[src/sv/frf_pkg.sv]
package frf_pkg;

  // Request types carried on req_type.
  localparam logic [1:0] REQ_WRITE     = 2'd0;
  localparam logic [1:0] REQ_TRANSFORM = 2'd1;
  localparam logic [1:0] REQ_READ      = 2'd2;

  // Transform operations carried on op.
  localparam logic [1:0] OP_ROT_CW  = 2'd0;
  localparam logic [1:0] OP_ROT_CCW = 2'd1;
  localparam logic [1:0] OP_MIRROR  = 2'd2;
  localparam logic [1:0] OP_FLIP    = 2'd3;

  // Configuration register indexes.
  localparam int unsigned CFG_IDX_W = 2;
  localparam logic [CFG_IDX_W-1:0] REG_ROWS = 2'd0;
  localparam logic [CFG_IDX_W-1:0] REG_COLS = 2'd1;

  localparam logic [7:0] DIM_RESET = 8'd128;

  // Orientation bits: transpose, row mirror, column mirror.
  typedef struct packed {
    logic t;
    logic fr;
    logic fc;
  } orient_t;

  // One classified request handed from the front end to the back end.
  // The memory address travels next to it because its width follows
  // the frame size parameter.
  typedef struct packed {
    logic       is_read;
    logic       oor;
    logic [7:0] pixel;
    logic [7:0] height;
    logic [7:0] width;
  } cmd_t;

endpackage

[src/sv/frf_front.sv]
module frf_front
  import frf_pkg::*;
#(
  parameter int unsigned MAX_DIM = 128,
  parameter int unsigned IDX_W   = 7
) (
  input  logic                 clk,
  input  logic                 rst,
  input  logic                 accept,
  input  logic [1:0]           req_type,
  input  logic [6:0]           row,
  input  logic [6:0]           col,
  input  logic [7:0]           pixel,
  input  logic [1:0]           op,
  input  logic [7:0]           rows,
  input  logic [7:0]           cols,
  output logic                 push,
  output cmd_t                 push_cmd,
  output logic [2*IDX_W-1:0]   push_addr
);

  localparam logic [7:0] CAP = (MAX_DIM > 255) ? 8'd255 : 8'(MAX_DIM);

  orient_t orient;
  orient_t orient_next;

  logic [7:0] lr;
  logic [7:0] lc;
  logic [7:0] h;
  logic [7:0] w;
  logic [7:0] rp;
  logic [7:0] cp;
  logic [7:0] sr;
  logic [7:0] sc;
  logic       rd_in;
  logic       wr_in;

  always_comb begin
    lr = (rows == 8'd0) ? 8'd1 : ((rows > CAP) ? CAP : rows);
    lc = (cols == 8'd0) ? 8'd1 : ((cols > CAP) ? CAP : cols);
    h  = orient.t ? lc : lr;
    w  = orient.t ? lr : lc;

    rd_in = ({1'b0, row} < h) && ({1'b0, col} < w);
    wr_in = ({1'b0, row} < lr) && ({1'b0, col} < lc);

    rp = orient.fr ? 8'(h - 8'd1 - {1'b0, row}) : {1'b0, row};
    cp = orient.fc ? 8'(w - 8'd1 - {1'b0, col}) : {1'b0, col};
    sr = orient.t ? cp : rp;
    sc = orient.t ? rp : cp;

    push      = 1'b0;
    push_cmd  = '0;
    push_addr = '0;
    push_cmd.pixel  = pixel;
    push_cmd.height = h;
    push_cmd.width  = w;
    case (req_type)
      REQ_WRITE: begin
        push      = accept && wr_in;
        push_addr = {IDX_W'(row), IDX_W'(col)};
      end
      REQ_READ: begin
        push             = accept;
        push_cmd.is_read = 1'b1;
        push_cmd.oor     = !rd_in;
        push_addr        = {IDX_W'(sr), IDX_W'(sc)};
      end
      default: begin
        push = 1'b0;
      end
    endcase

    orient_next = orient;
    case (op)
      OP_ROT_CW: begin
        orient_next = '{t: !orient.t, fr: orient.fc, fc: !orient.fr};
      end
      OP_ROT_CCW: begin
        orient_next = '{t: !orient.t, fr: !orient.fc, fc: orient.fr};
      end
      OP_MIRROR: begin
        orient_next.fc = !orient.fc;
      end
      OP_FLIP: begin
        orient_next.fr = !orient.fr;
      end
      default: begin
        orient_next = orient;
      end
    endcase
  end

  always_ff @(posedge clk) begin
    if (rst) begin
      orient <= '0;
    end else if (accept && (req_type == REQ_TRANSFORM)) begin
      orient <= orient_next;
    end
  end

endmodule

[config.mk]
export PLATFORM = sky130hd
export DESIGN_NAME = frf_front
export DESIGN_NICKNAME = d
export VERILOG_FILES = /design/src/sv/frf_pkg.sv /design/src/sv/frf_front.sv
export SDC_FILE = /design/constraint.sdc
export NUM_CORES = 1
export LEC_CHECK = 0
export ABC_AREA = 1
export BUFFER_PORTS_ARGS = -buffer_cell sky130_fd_sc_hd__buf_2
export CAP_MARGIN = 20
export CORE_ASPECT_RATIO = 0.9
export CORE_MARGIN = 5
export CORE_UTILIZATION = 30
export CTS_CLUSTER_DIAMETER = 40
export DETAILED_ROUTE_END_ITERATION = 10
export PLACE_DENSITY = 0.52
export RECOVER_POWER = 100
export SETUP_SLACK_MARGIN = 0.05
export SLEW_MARGIN = 20
export SYNTH_ARGS = -nofsm -noshare
export SYNTH_HDL_FRONTEND = slang
export SYNTH_SLANG_ARGS = --single-unit
[constraint.sdc]
create_clock -name clk -period 6.6 [get_ports clk]
set_clock_uncertainty 0.05 [all_clocks]
set_input_delay 0.99 -clock clk [delete_from_list [all_inputs] [get_ports clk]]
set_output_delay 0.99 -clock clk [all_outputs]
set_load 0.01 [all_outputs]
==> impl_metrics.toml <==
[status]
status = "finished clean"

[global_routing]
gr-usage-all-layers = 0.160
antenna_found_initial = 0
first_global_vias = 2468
overflow = 0
grt_max_degree = 30
grt_pass1_wl_um = 12200

[logic_synthesis]
synthCells = 381
synth_edf_count = 0
yosysSeqAreaShare = 0.0269
post-synth-top-count-cell = "nand2_1"
synth_seq_cells = 3
ys_warn_count = 0
synth_top_family_by_area = "simple AND/OR/NAND/NOR gates"
synthSimpleGateAreaFrac = 0.312
yosys.area_share.xor_xnor = 0.0236
synth.cells.most_frequent = "87 x nand2_1, 61 x inv_1, 43 x ha_1"
yosysTopAreaCell = "ha_1"
synth_fp_nets = 471
synthesis.area_per_instance_sq_um = 5.86
synth_area_sq_mm = 0.00223
synthAdderAreaFrac = 0.259
ys.flop_type = "dfxtp_1"
synth-compound-area-share = 0.216
synth_top_cell_area_share = 0.241
synth_area_leaders = "ha_1 24%, nand2_1 15%, inv_1 10%"
synth_cell_types = 37
synthMuxAreaShare = 0
synthArstFlopShare = 0

[sta]
setup_ws_ns = 1.17
finalCritPeriodShare = 0.822
fin_crit_ns = 5.43
grt_setup_unrepaired = "no"
fmax_mhz = 184
max_slew.worst_pin.slew_ns = 1.05
maxSlewViolCount = 0
setup_viol = 0
fin_hold_ws_ns = 0.595
hold_viol_final = 0
relSlewSlack = 0.298
tns_ns = 0

[final_layout]
nFillCells = 824
nets = 526
seqCellArea_sq_um = 60.1
area_delta_synth_final_pct = 16.1
largest_reg_flops = 3
multi_input_area_sq_mm = 0.00181
utilization = 0.362
top_regs = "orient: 3 flops"
top_register = "orient"
antenna_cells = 0
drive_gt1_frac = 0.138

[floorplan]
die_area_sq_mm = 0.00926
fp.dieH_um = 91.8
die_w_um = 101
initial_utilization = 0.312
pin_count = 86
rows = 29
core_area_sq_mm = 0.00715

[detailed_routing]
totalWireLength_um = 7470
via_per_inst = 4.81
wl_per_cell_um = 14.1
drt_pass1_iterations = 4
ant_nets = 0
route.detailed.drc = 0
vias = 2540
drt-initial-drc-count = 244

[clock_tree]
insertion_delay_ns = 0.21
cts_buffers = 3
cts_setup_buffers = 0
cts_sinks = 3
hold_buffers = 0
clockBufferDepth = 2
cts_resized = 0
cts_root_buffer = "clkbuf_8"
clkSlewWorstSetupHoldPaths_ns = 0.03
h-tree-depth = 1
cts_tree = "built"

[setup_path]
slowest_delay_ns = 0.90
path_cells = "inv_1 -> o21ai_0 -> ha_1 -> inv_1 -> fa_1 -> o21ai_0 -> nand2_1 -> nand2_1 -> or2_1 -> nand3_1 -> nand3_1 -> nand3_1 -> nand2_1 -> clkbuf_1"
rrSetupSlack_ns = 4.50
path_class = "flip-flop to output port"
worstSetupEndpointType = "output port"
critPathSlowestCell = "dfxtp_1"
cp.required_ns = 5.56
critPathLaunchType = "flip-flop"
critPathArrivalTime_ns = 4.39
crit_fanout = 29

[pwr]
p_switching_mw = 0.125
swShare = 0.498
p_per_area_mw_per_mm2 = 97.0
p_int_mw = 0.126
p_comb_frac = 0.702
ir_worst_vdd_uv = 39.1
seq_power_share = 0.089
leakage_nw = 1.37
pwr-share-clk = 0.209

[placement]
routabilityCongestion = 0.920
dp_slack_ns = 1.68
io_buffers = 69
hpwl_um = 6480

[min_path]
hold_class = "flip-flop to flip-flop"

[flow_run]
cap_violations = 0
[cells in the final DEF (no fill, tap or decap), drive strengths merged, types with 2 or more instances in the layout]
master / n
a21oi: 20
and2: 2
buf: 45
clkbuf: 28
dfxtp: 3
fa: 2
ha: 43
inv: 65
nand2: 89
nand3: 29
nand4: 3
nor2: 30
o211ai: 5
o21ai: 37
o21bai: 2
o22ai: 13
or2: 5
xor2: 5
[power by group through the flow]
stage	sequential, mW	combinational [mW]	clock (mW)
2_1_floorplan	0.0195	0.125	0
3_3_place_gp	0.0227	0.179	0
3_5_place_dp	0.0227	0.180	0
4_1_cts	0.0225	0.181	0.0534
5_1_grt	0.0229	0.202	0.0566
6_report	0.0224	0.176	0.0525
[worst max-delay path, delay by kind of cell (launching register included)]
| kind | cells | cell delay, ns |
|---|---|---|
| AOI/OAI and AO/OA | 2 | 0.96 |
| DFF | 1 | 0.90 |
| buffers and inverters | 3 | 0.88 |
| adders and majority gates | 2 | 0.75 |
| and+or+nand+nor | 7 | 0.66 |
[metal layers]
metal	up-vias	track usage	share of wire
li1	1346	-	-
met1	1102	0.232	0.48
met2	86	0.258	0.45
met3	6	0.0114	0.065
met4	0	0.0310	0.0084
met5	-	0	0
[final cells by class]
cell class / count / area share
Tap cell: 93 / 0.0449
Clock buffer: 4 / 0.0174
Multi-Input combinational cell: 293 / 0.697
Inverter: 66 / 0.0957
Timing Repair Buffer: 69 / 0.122
Sequential cell: 3 / 0.0232
[metrics by stage]
| stage | total power, mW | cells | area, sq um |
|---|---|---|---|
| 2_1_floorplan | 0.145 | 381 | 2230 |
| 3_3_place_gp | 0.202 | 524 | 2580 |
| 3_5_place_dp | 0.203 | 524 | 2580 |
| 4_1_cts | 0.257 | 528 | 2630 |
| 5_1_grt | 0.281 | 528 | 2590 |
| 6_report | 0.251 | 528 | 2590 |
[logic make-up (layout without fill, tap and decap cells)]
| logic type | count (synthesis) | after routing |
|---|---|---|
| AO/OA/AOI/OAI | 82 | 82 |
| XOR/XNOR | 6 | 6 |
| adder cells (fa/ha/maj) | 45 | 45 |
| buffers and inverters | 85 | 139 |
| flip-flops | 3 | 3 |
| AND/OR/NAND/NOR | 160 | 160 |
[path summary, 6_finish.rpt]
check | from | end | depth (start not counted)
setup / recovery | orient[2]$_SDFFE_PP0P_ | push_addr[6] | 14
setup reg to reg | orient[2]$_SDFFE_PP0P_ | orient[2]$_SDFFE_PP0P_ | 3
hold reg to reg | orient[0]$_SDFFE_PP0P_ | orient[0]$_SDFFE_PP0P_ | 2
hold / removal | orient[0]$_SDFFE_PP0P_ | orient[0]$_SDFFE_PP0P_ | 2
Note: power is estimated with default switching activity, not from simulation.
