`src/sv/frf_pkg.sv`:
```
package frf_pkg;

  // Request types carried on req_type.
  localparam logic [1:0] REQ_WRITE     = 2'd0;
  localparam logic [1:0] REQ_TRANSFORM = 2'd1;
  localparam logic [1:0] REQ_READ      = 2'd2;

  // Transform operations carried on op.
  localparam logic [1:0] OP_ROT_CW  = 2'd0;
  localparam logic [1:0] OP_ROT_CCW = 2'd1;
  localparam logic [1:0] OP_MIRROR  = 2'd2;
  localparam logic [1:0] OP_FLIP    = 2'd3;

  // Configuration register indexes.
  localparam int unsigned CFG_IDX_W = 2;
  localparam logic [CFG_IDX_W-1:0] REG_ROWS = 2'd0;
  localparam logic [CFG_IDX_W-1:0] REG_COLS = 2'd1;

  localparam logic [7:0] DIM_RESET = 8'd128;

  // Orientation bits: transpose, row mirror, column mirror.
  typedef struct packed {
    logic t;
    logic fr;
    logic fc;
  } orient_t;

  // One classified request handed from the front end to the back end.
  // The memory address travels next to it because its width follows
  // the frame size parameter.
  typedef struct packed {
    logic       is_read;
    logic       oor;
    logic [7:0] pixel;
    logic [7:0] height;
    logic [7:0] width;
  } cmd_t;

endpackage

```
`src/sv/frf_queue.sv`:
```
module frf_queue
  import frf_pkg::*;
#(
  parameter int unsigned ADDR_W = 14
) (
  input  logic              clk,
  input  logic              rst,
  input  logic              push,
  input  cmd_t              push_cmd,
  input  logic [ADDR_W-1:0] push_addr,
  input  logic              pop,
  output cmd_t              pop_cmd,
  output logic [ADDR_W-1:0] pop_addr,
  output logic              empty,
  output logic              full
);

  localparam int unsigned DEPTH = 4;
  localparam int unsigned PTR_W = 2;

  cmd_t              cmd_q  [DEPTH];
  logic [ADDR_W-1:0] addr_q [DEPTH];
  logic [PTR_W-1:0]  wr_ptr;
  logic [PTR_W-1:0]  rd_ptr;
  logic [PTR_W:0]    count;

  assign empty    = (count == '0);
  assign full     = (count == (PTR_W + 1)'(DEPTH));
  assign pop_cmd  = cmd_q[rd_ptr];
  assign pop_addr = addr_q[rd_ptr];

  always_ff @(posedge clk) begin
    if (push) begin
      cmd_q[wr_ptr]  <= push_cmd;
      addr_q[wr_ptr] <= push_addr;
    end
  end

  always_ff @(posedge clk) begin
    if (rst) begin
      wr_ptr <= '0;
      rd_ptr <= '0;
      count  <= '0;
    end else begin
      if (push) begin
        wr_ptr <= wr_ptr + 1'b1;
      end
      if (pop) begin
        rd_ptr <= rd_ptr + 1'b1;
      end
      count <= count + (PTR_W + 1)'(push) - (PTR_W + 1)'(pop);
    end
  end

endmodule

```
`config.mk`:
```
export PLATFORM = sky130hd
export DESIGN_NAME = frf_queue
export DESIGN_NICKNAME = d
export VERILOG_FILES = /design/src/sv/frf_pkg.sv /design/src/sv/frf_queue.sv
export SDC_FILE = /design/constraint.sdc
export NUM_CORES = 1
export LEC_CHECK = 0
export BUFFER_PORTS_ARGS = -buffer_cell sky130_fd_sc_hd__clkbuf_2
export CAP_MARGIN = 5
export CORE_MARGIN = 2
export CORE_UTILIZATION = 30
export CTS_CLUSTER_SIZE = 14
export DETAILED_ROUTE_END_ITERATION = 10
export PLACE_DENSITY_LB_ADDON = 0.15
export SYNTH_ARGS = -nofsm -noshare
export SYNTH_HDL_FRONTEND = slang
export SYNTH_SLANG_ARGS = --single-unit
```
`constraint.sdc`:
```
create_clock -name clk -period 4.4 [get_ports clk]
set_input_delay 0.66 -clock clk [delete_from_list [all_inputs] [get_ports clk]]
set_output_delay 0.66 -clock clk [all_outputs]
set_load 0.02 [all_outputs]
```
==> results of run 1 <==
## flip-flops by register name, indices dropped and copies added, names as in the netlist, named ones only
signal	count
cmd_q	104
wr_ptr	2
count	3
rd_ptr	2
addr_q	56
## synth_stat cells
library cell,number,area (um^2)
fa_1,1,20.0
a21oi_1,1,5.00
xnor2_1,2,17.5
edfxtp_1,160,4800
and2_1,4,25.0
nor3_1,1,5.00
buf_2,4,20.0
nor2b_1,2,12.5
mux4_2,40,901
nand3b_1,1,7.51
ha_1,6,75.1
a21bo_2,1,10.0
inv_1,6,22.5
nor2_1,5,18.8
xor3_1,1,23.8
dfxtp_1,9,180
buf_12,4,80.1
and3_1,1,6.26
mux2i_1,1,10.0
buf_6,1,11.3
## worst max-delay path, stage by stage, from the launching register on
cell and delay [ps]:
dfxtp_2 740, buf_4 440, mux4_2 400, clkbuf_2 180
## layout make-up
| cell class | count | area, um^2 |
|---|---|---|
| Clock inverter | 14 | 96.3 |
| Sequential cell | 169 | 4990 |
| Tap cell | 270 | 338 |
| Timing Repair Buffer | 90 | 463 |
| Inverter | 6 | 22.5 |
| Fill cell | 1868 | 12900 |
| Multi-Input combinational cell | 67 | 1140 |
| Clock buffer | 18 | 429 |
## cells by family after synthesis
logic type                 Yosys count  share of synthesized area [%]
xor gates and xnor gates             3                          0.660
DFF                                169                           79.7
adders and majority gates            7                           1.52
and+or+nand+nor                     14                           1.20
muxes                               41                           14.6
buffers and inverters               15                           2.14
AOI/OAI and AO/OA                    2                          0.240
## power breakdown
part           switching (mW)  internal, mW  total, mW  leakage (nW)
clock network           0.602         0.723       1.32         0.260
logic                   0.208         0.166      0.374         0.734
registers              0.0514          1.85       1.90          1.55
## per-stage QoR
step / instance area (um^2) / util, % / setup WS (ps) / hold slack, ps / instances
floorplan: 6260 / - / 2370 / 492 / 251
global placement: 6960 / 34.2 / 1900 / 521 / 602
detailed placement: 6960 / 34.2 / 1920 / 518 / 602
CTS: 7480 / 36.7 / 1450 / 436 / 634
global route: 7480 / 36.7 / 1370 / 438 / 634
finish: 7480 / 36.7 / 1540 / 452 / 634
## layer usage
layer / vias up / global-route usage, % / part of all wire, % / routed length [um]
li1: 1252 / - / - / -
met1: 1481 / 13.5 / 42 / 4960
met2: 66 / 19.7 / 51 / 6100
met3: 10 / 4.42 / 5.7 / 683
met4: 0 / 4.43 / 1.3 / 155
met5: - / 0 / 0 / 0
## worst paths after layout
check	cells after the start	slack, ps	end
worst max-delay path	3	1540	pop_addr[2]
worst min-delay path	1	450	cmd_q[3][25]
worst max register to register	4	2380	cmd_q[2][5]
worst min register to register	2	530	flip-flop
==> impl_results.md, run 1 <==
* Run status: completed
* Diodes inserted at 0
* Die Y-Extent at 148 um
* Setup tns final at 0 ps
* Final HPWL DP at 7300 um
* Final Max Slew Viols at 0
* First DRT Iteration DRCs at 144
* Site Rows at 52
* CTS sink cnt at 169
* GRT Residual Overflow at 0
* Mapped Nets at 302
* Post-Synthesis Cell Area at 0.00626 mm^2
* Root buf cell: clkbuf_16
* First-pass GRT wire length at 18400 um
* Routed wire length at 11900 um
* Fin crit period at 2860 ps
* Worst slew pin tran at 947 ps
* Sequential area share after synthesis at 79.7%
* Via count at 2809
* Total core area at 0.0204 mm^2
* Leak Pwr at 2.54 nW
* Vias per cell at 4.43
* Gpl congestion at 0.689
* Final setup violation count at 0
* Ports at 86
* HP Class: primary input to flip-flop
* Post-CTS sizing at 0
* Worst-Skew Late Latency at 420 ps
* Crit Path Class: flip-flop to output port
* Worst slew margin at 36.9%
* Largest net degree at the start of global routing at 41
* Tot Pwr at 3.60 mW
* CTS max path bufs at 2
* Worst Path Max Fanout at 21
* RSZ-0062 raised after global routing: false
* Worst vdd ir at 0.277 mV
* Hold buffers post-CTS at 0
* Power Density at 481 mW/mm^2
* H-tree levels at 4
* Antenna violations before repair at 0
* Library cells used by synthesis at 20
* Reg-to-reg startpoint: wr_ptr[0]
* Avg Synthesized Cell Area at 24.9 um^2
* DR WL/cell at 18.8 um
* Antenna Violating Nets Remaining at 0
* Share of layout cells above drive strength 1 at 45.6%
* CTS tree: yes
* Fin nets at 402
* Final Cycle Share at 65.0%
* CTS Buf Count at 17
* Die Width at 148 um
* HP Start: push_cmd[25]
* Post-CTS Setup Repair Bufs at 0
* Worst setup SP type: flip-flop
* Gr usage total at 11.6%
* Critical path capture point type: output port
* First drt pass iteration count at 4
* Final hold violation count at 0
* Initial core utilization at 30.7%
* Die Area at 0.0220 mm^2
* Critical Path AT at 2200 ps
* Synth Instances at 251
* Fmax at 350 MHz
* Setup Skew at 12.8 ps
* Worst Path Required at 3740 ps
* Maxcap violations at 0
* Remaining DRCs at 0
* FF+latch count, synth at 169
* Port-buffer cells at 85
* Vias in the first global route at 3158
* Clock edge transition at the registers on the reported setup and hold paths at 60 ps
* Most frequent cells in the layout: edfxtp_1, clkbuf_2, mux4_2
* Synth warn at 0
* Synthesis-to-layout area growth at 19.6%
* Most common cell after layout, fill and taps aside: edfxtp_1
Note: power is estimated with default switching activity, not from simulation.
==> inputs of run 2 (changes only) <==
- clock period: 4.4 -> 2.8 ns (I/O delays scaled with it)
==> impl_results.md, run 2 (synthesis results as in run 1) <==
* Run status: completed
* Antenna violations before repair at 3 (+3)
* Place WS at 757 ps (-1160 ps)
* Hold path cells at 1 (unchanged)
* CTS max path bufs at 2 (unchanged)
* Gpl congestion at 0.679 (-1.5%)
* Share of layout cells above drive strength 1 at 46.9% (+1.3 points)
* Crit Path Class: flip-flop to output port
* CP max stage delay at 610 ps (-130 ps)
* Worst vdd ir at 0.451 mV (+62%)
* Fmax at 413 MHz
* Site Rows at 52 (unchanged)
* Remaining DRCs at 0 (unchanged)
* Multi-input gate area at 0.00114 mm^2 (unchanged)
* Hold path endpoint: addr_q[2][13]
* GRT Residual Overflow at 0 (unchanged)
* Largest net degree at the start of global routing at 25 (-39%)
* Vias per cell at 4.37 (-1.3%)
* Fillers at 1857 (-0.59%)
* Worst-Skew Late Latency at 420 ps (about the same)
* Int Pwr at 4.68 mW (+71%)
* Ports at 86 (unchanged)
* Most frequent cells in the layout: edfxtp_1, clkbuf_2, mux4_2
* Setup Skew at 5.71 ps (-7.04 ps)
* Critical Path AT at 2000 ps (-200 ps)
* Die Area at 0.0220 mm^2 (unchanged)
* Hold buffers post-CTS at 0 (unchanged)
* Antenna Violating Nets Remaining at 0 (unchanged)
* CTS sink cnt at 169 (unchanged)
* Final Cycle Share at 86.4%
* Worst path slowest cell: dfxtp_4
* Via count at 2795 (-0.50%)
* Critical path, cell by cell: buf_4, mux4_2, clkbuf_2
* Post-CTS sizing at 0 (unchanged)
* Die Y-Extent at 148 um (unchanged)
* Port-buffer cells at 85 (unchanged)
* Final Max Slew Viols at 0 (unchanged)
* Reg2reg path depth at 7 (+3)
* Final hold violation count at 0 (unchanged)
* Leak Pwr at 2.62 nW (+3.3%)
* Worst slew margin at 64.7% (+28 points)
* Psw at 1.35 mW (+57%)
* Root buf cell: clkbuf_16
* DR WL/cell at 18.0 um (-4.1%)
* Synthesis-to-layout area growth at 23.0%
* Routed wire length at 11500 um (-3.3%)
* Max reg flops at 104 (unchanged)
* Post-CTS Setup Repair Bufs at 0 (unchanged)
* CTS Buf Count at 17 (unchanged)
* CP Buf/Inv Count at 2 (unchanged)
* Final setup violation count at 0 (unchanged)
* Largest register by flop count: cmd_q
* Gr usage total at 11.3% (-0.30 points)
* H-tree levels at 4 (unchanged)
* Comb power frac at 10.6% (+0.2 points)
* Clock Power Share at 40.3% (+3.5 points)
* Worst setup SP type: flip-flop
* Maxcap violations at 0 (unchanged)
* Reg-to-reg startpoint: count[0]
* Storage cell area at 0.00499 mm^2 (unchanged)
* Vias in the first global route at 3125 (-1.0%)
* Final HPWL DP at 7390 um (+1.3%)
* RR Endpoint: count[2]
* Fin nets at 408 (+1.5%)
* Setup tns final at 0 ps (unchanged)
* Total core area at 0.0204 mm^2 (unchanged)
* Initial core utilization at 30.7% (unchanged)
* HP Start: push_addr[13]
* First-pass GRT wire length at 18000 um (-2.1%)
* CTS tree: yes
* Kind of cell adding the most delay to the critical path: flip-flops
* Worst slew pin tran at 529 ps (-418 ps)
* Most common cell after layout, fill and taps aside: edfxtp_1
* Flop pwr share at 49.1% (-3.7 points)
* Switching Share at 22.4% (-1.5 points)
* Worst Slack Setup Final at 379 ps (-1160 ps)
* Diodes inserted at 0 (unchanged)
* Top Registers: cmd_q: 104 flops, addr_q: 56 flops, count: 3 flops
* Clock edge transition at the registers on the reported setup and hold paths at 60 ps (about the same)
* First DRT Iteration DRCs at 154 (+6.9%)
* RSZ-0062 raised after global routing: false
* R2r setup slk at 1030 ps (-1350 ps)
* First drt pass iteration count at 4 (unchanged)
* Die Width at 148 um (unchanged)
* Worst Path Max Fanout at 18 (-14%)
* Fin crit period at 2420 ps
* Worst Path Required at 2380 ps (-1360 ps)
* Critical path capture point type: output port
* HP Class: primary input to flip-flop
* Power Density at 784 mW/mm^2 (+63%)
run 2: how the worst max path moves through the flow:
stage / from / to / slack (ps) / depth (start not counted)
floorplan: wr_ptr[0] / addr_q[2][0] / 890 / 3
global placement: flip-flop / pop_cmd[2] / 760 / 3
detailed placement: flip-flop / pop_cmd[14] / 760 / 3
CTS: flip-flop / pop_cmd[14] / 300 / 3
global route: flip-flop / pop_cmd[12] / 230 / 3
finish: flip-flop / pop_cmd[13] / 380 / 3
run 2: worst reg2reg max path, stage by stage, from the launching register on:
cell	delay, ps
dfxtp_1	330
inv_1	50
ha_1	260
inv_1	40
ha_1	180
fa_1	370
xor3_1	390
nor2_1	40
run 2: area by class of cell:
class,instances,area share (%)
flip-flops and latches,169,64.8
multi-input cells,67,14.8
repair buffers,96,7.58
clock buffers,17,5.53
well taps,270,4.39
clock inverters,14,2.54
inverters,6,0.293
run 2: power by group through the flow:
| stage | Clock (mW) | Sequential (mW) | Combinational, mW |
|---|---|---|---|
| after floorplan | 0 | 2.99 | 0.447 |
| after global placement | 0 | 3.01 | 0.649 |
| after detailed placement | 0 | 3.02 | 0.658 |
| after CTS | 2.50 | 2.96 | 0.659 |
| after global routing | 2.60 | 2.98 | 0.696 |
| final | 2.43 | 2.96 | 0.638 |
run 2: metal layers:
layer	GRT usage [%]	up-vias	wire length, um
met1	14.3	1442	5020
met2	17.8	70	5610
met5	0	-	24
li1	-	1261	-
met4	4.29	4	168
met3	4.42	18	674
run 2: per-stage QoR:
stage                     cells  total power, mW  instance area [um^2]  hold WS (ps)  utilization (%)
after floorplan             251             3.43                  6260           492                -
after global placement      608             3.66                  7080           514             34.7
after detailed placement    608             3.68                  7080           515             34.7
after CTS                   639             6.13                  7700           192             37.8
after global routing        639             6.28                  7700           204             37.8
final                       639             6.03                  7700           216             37.8
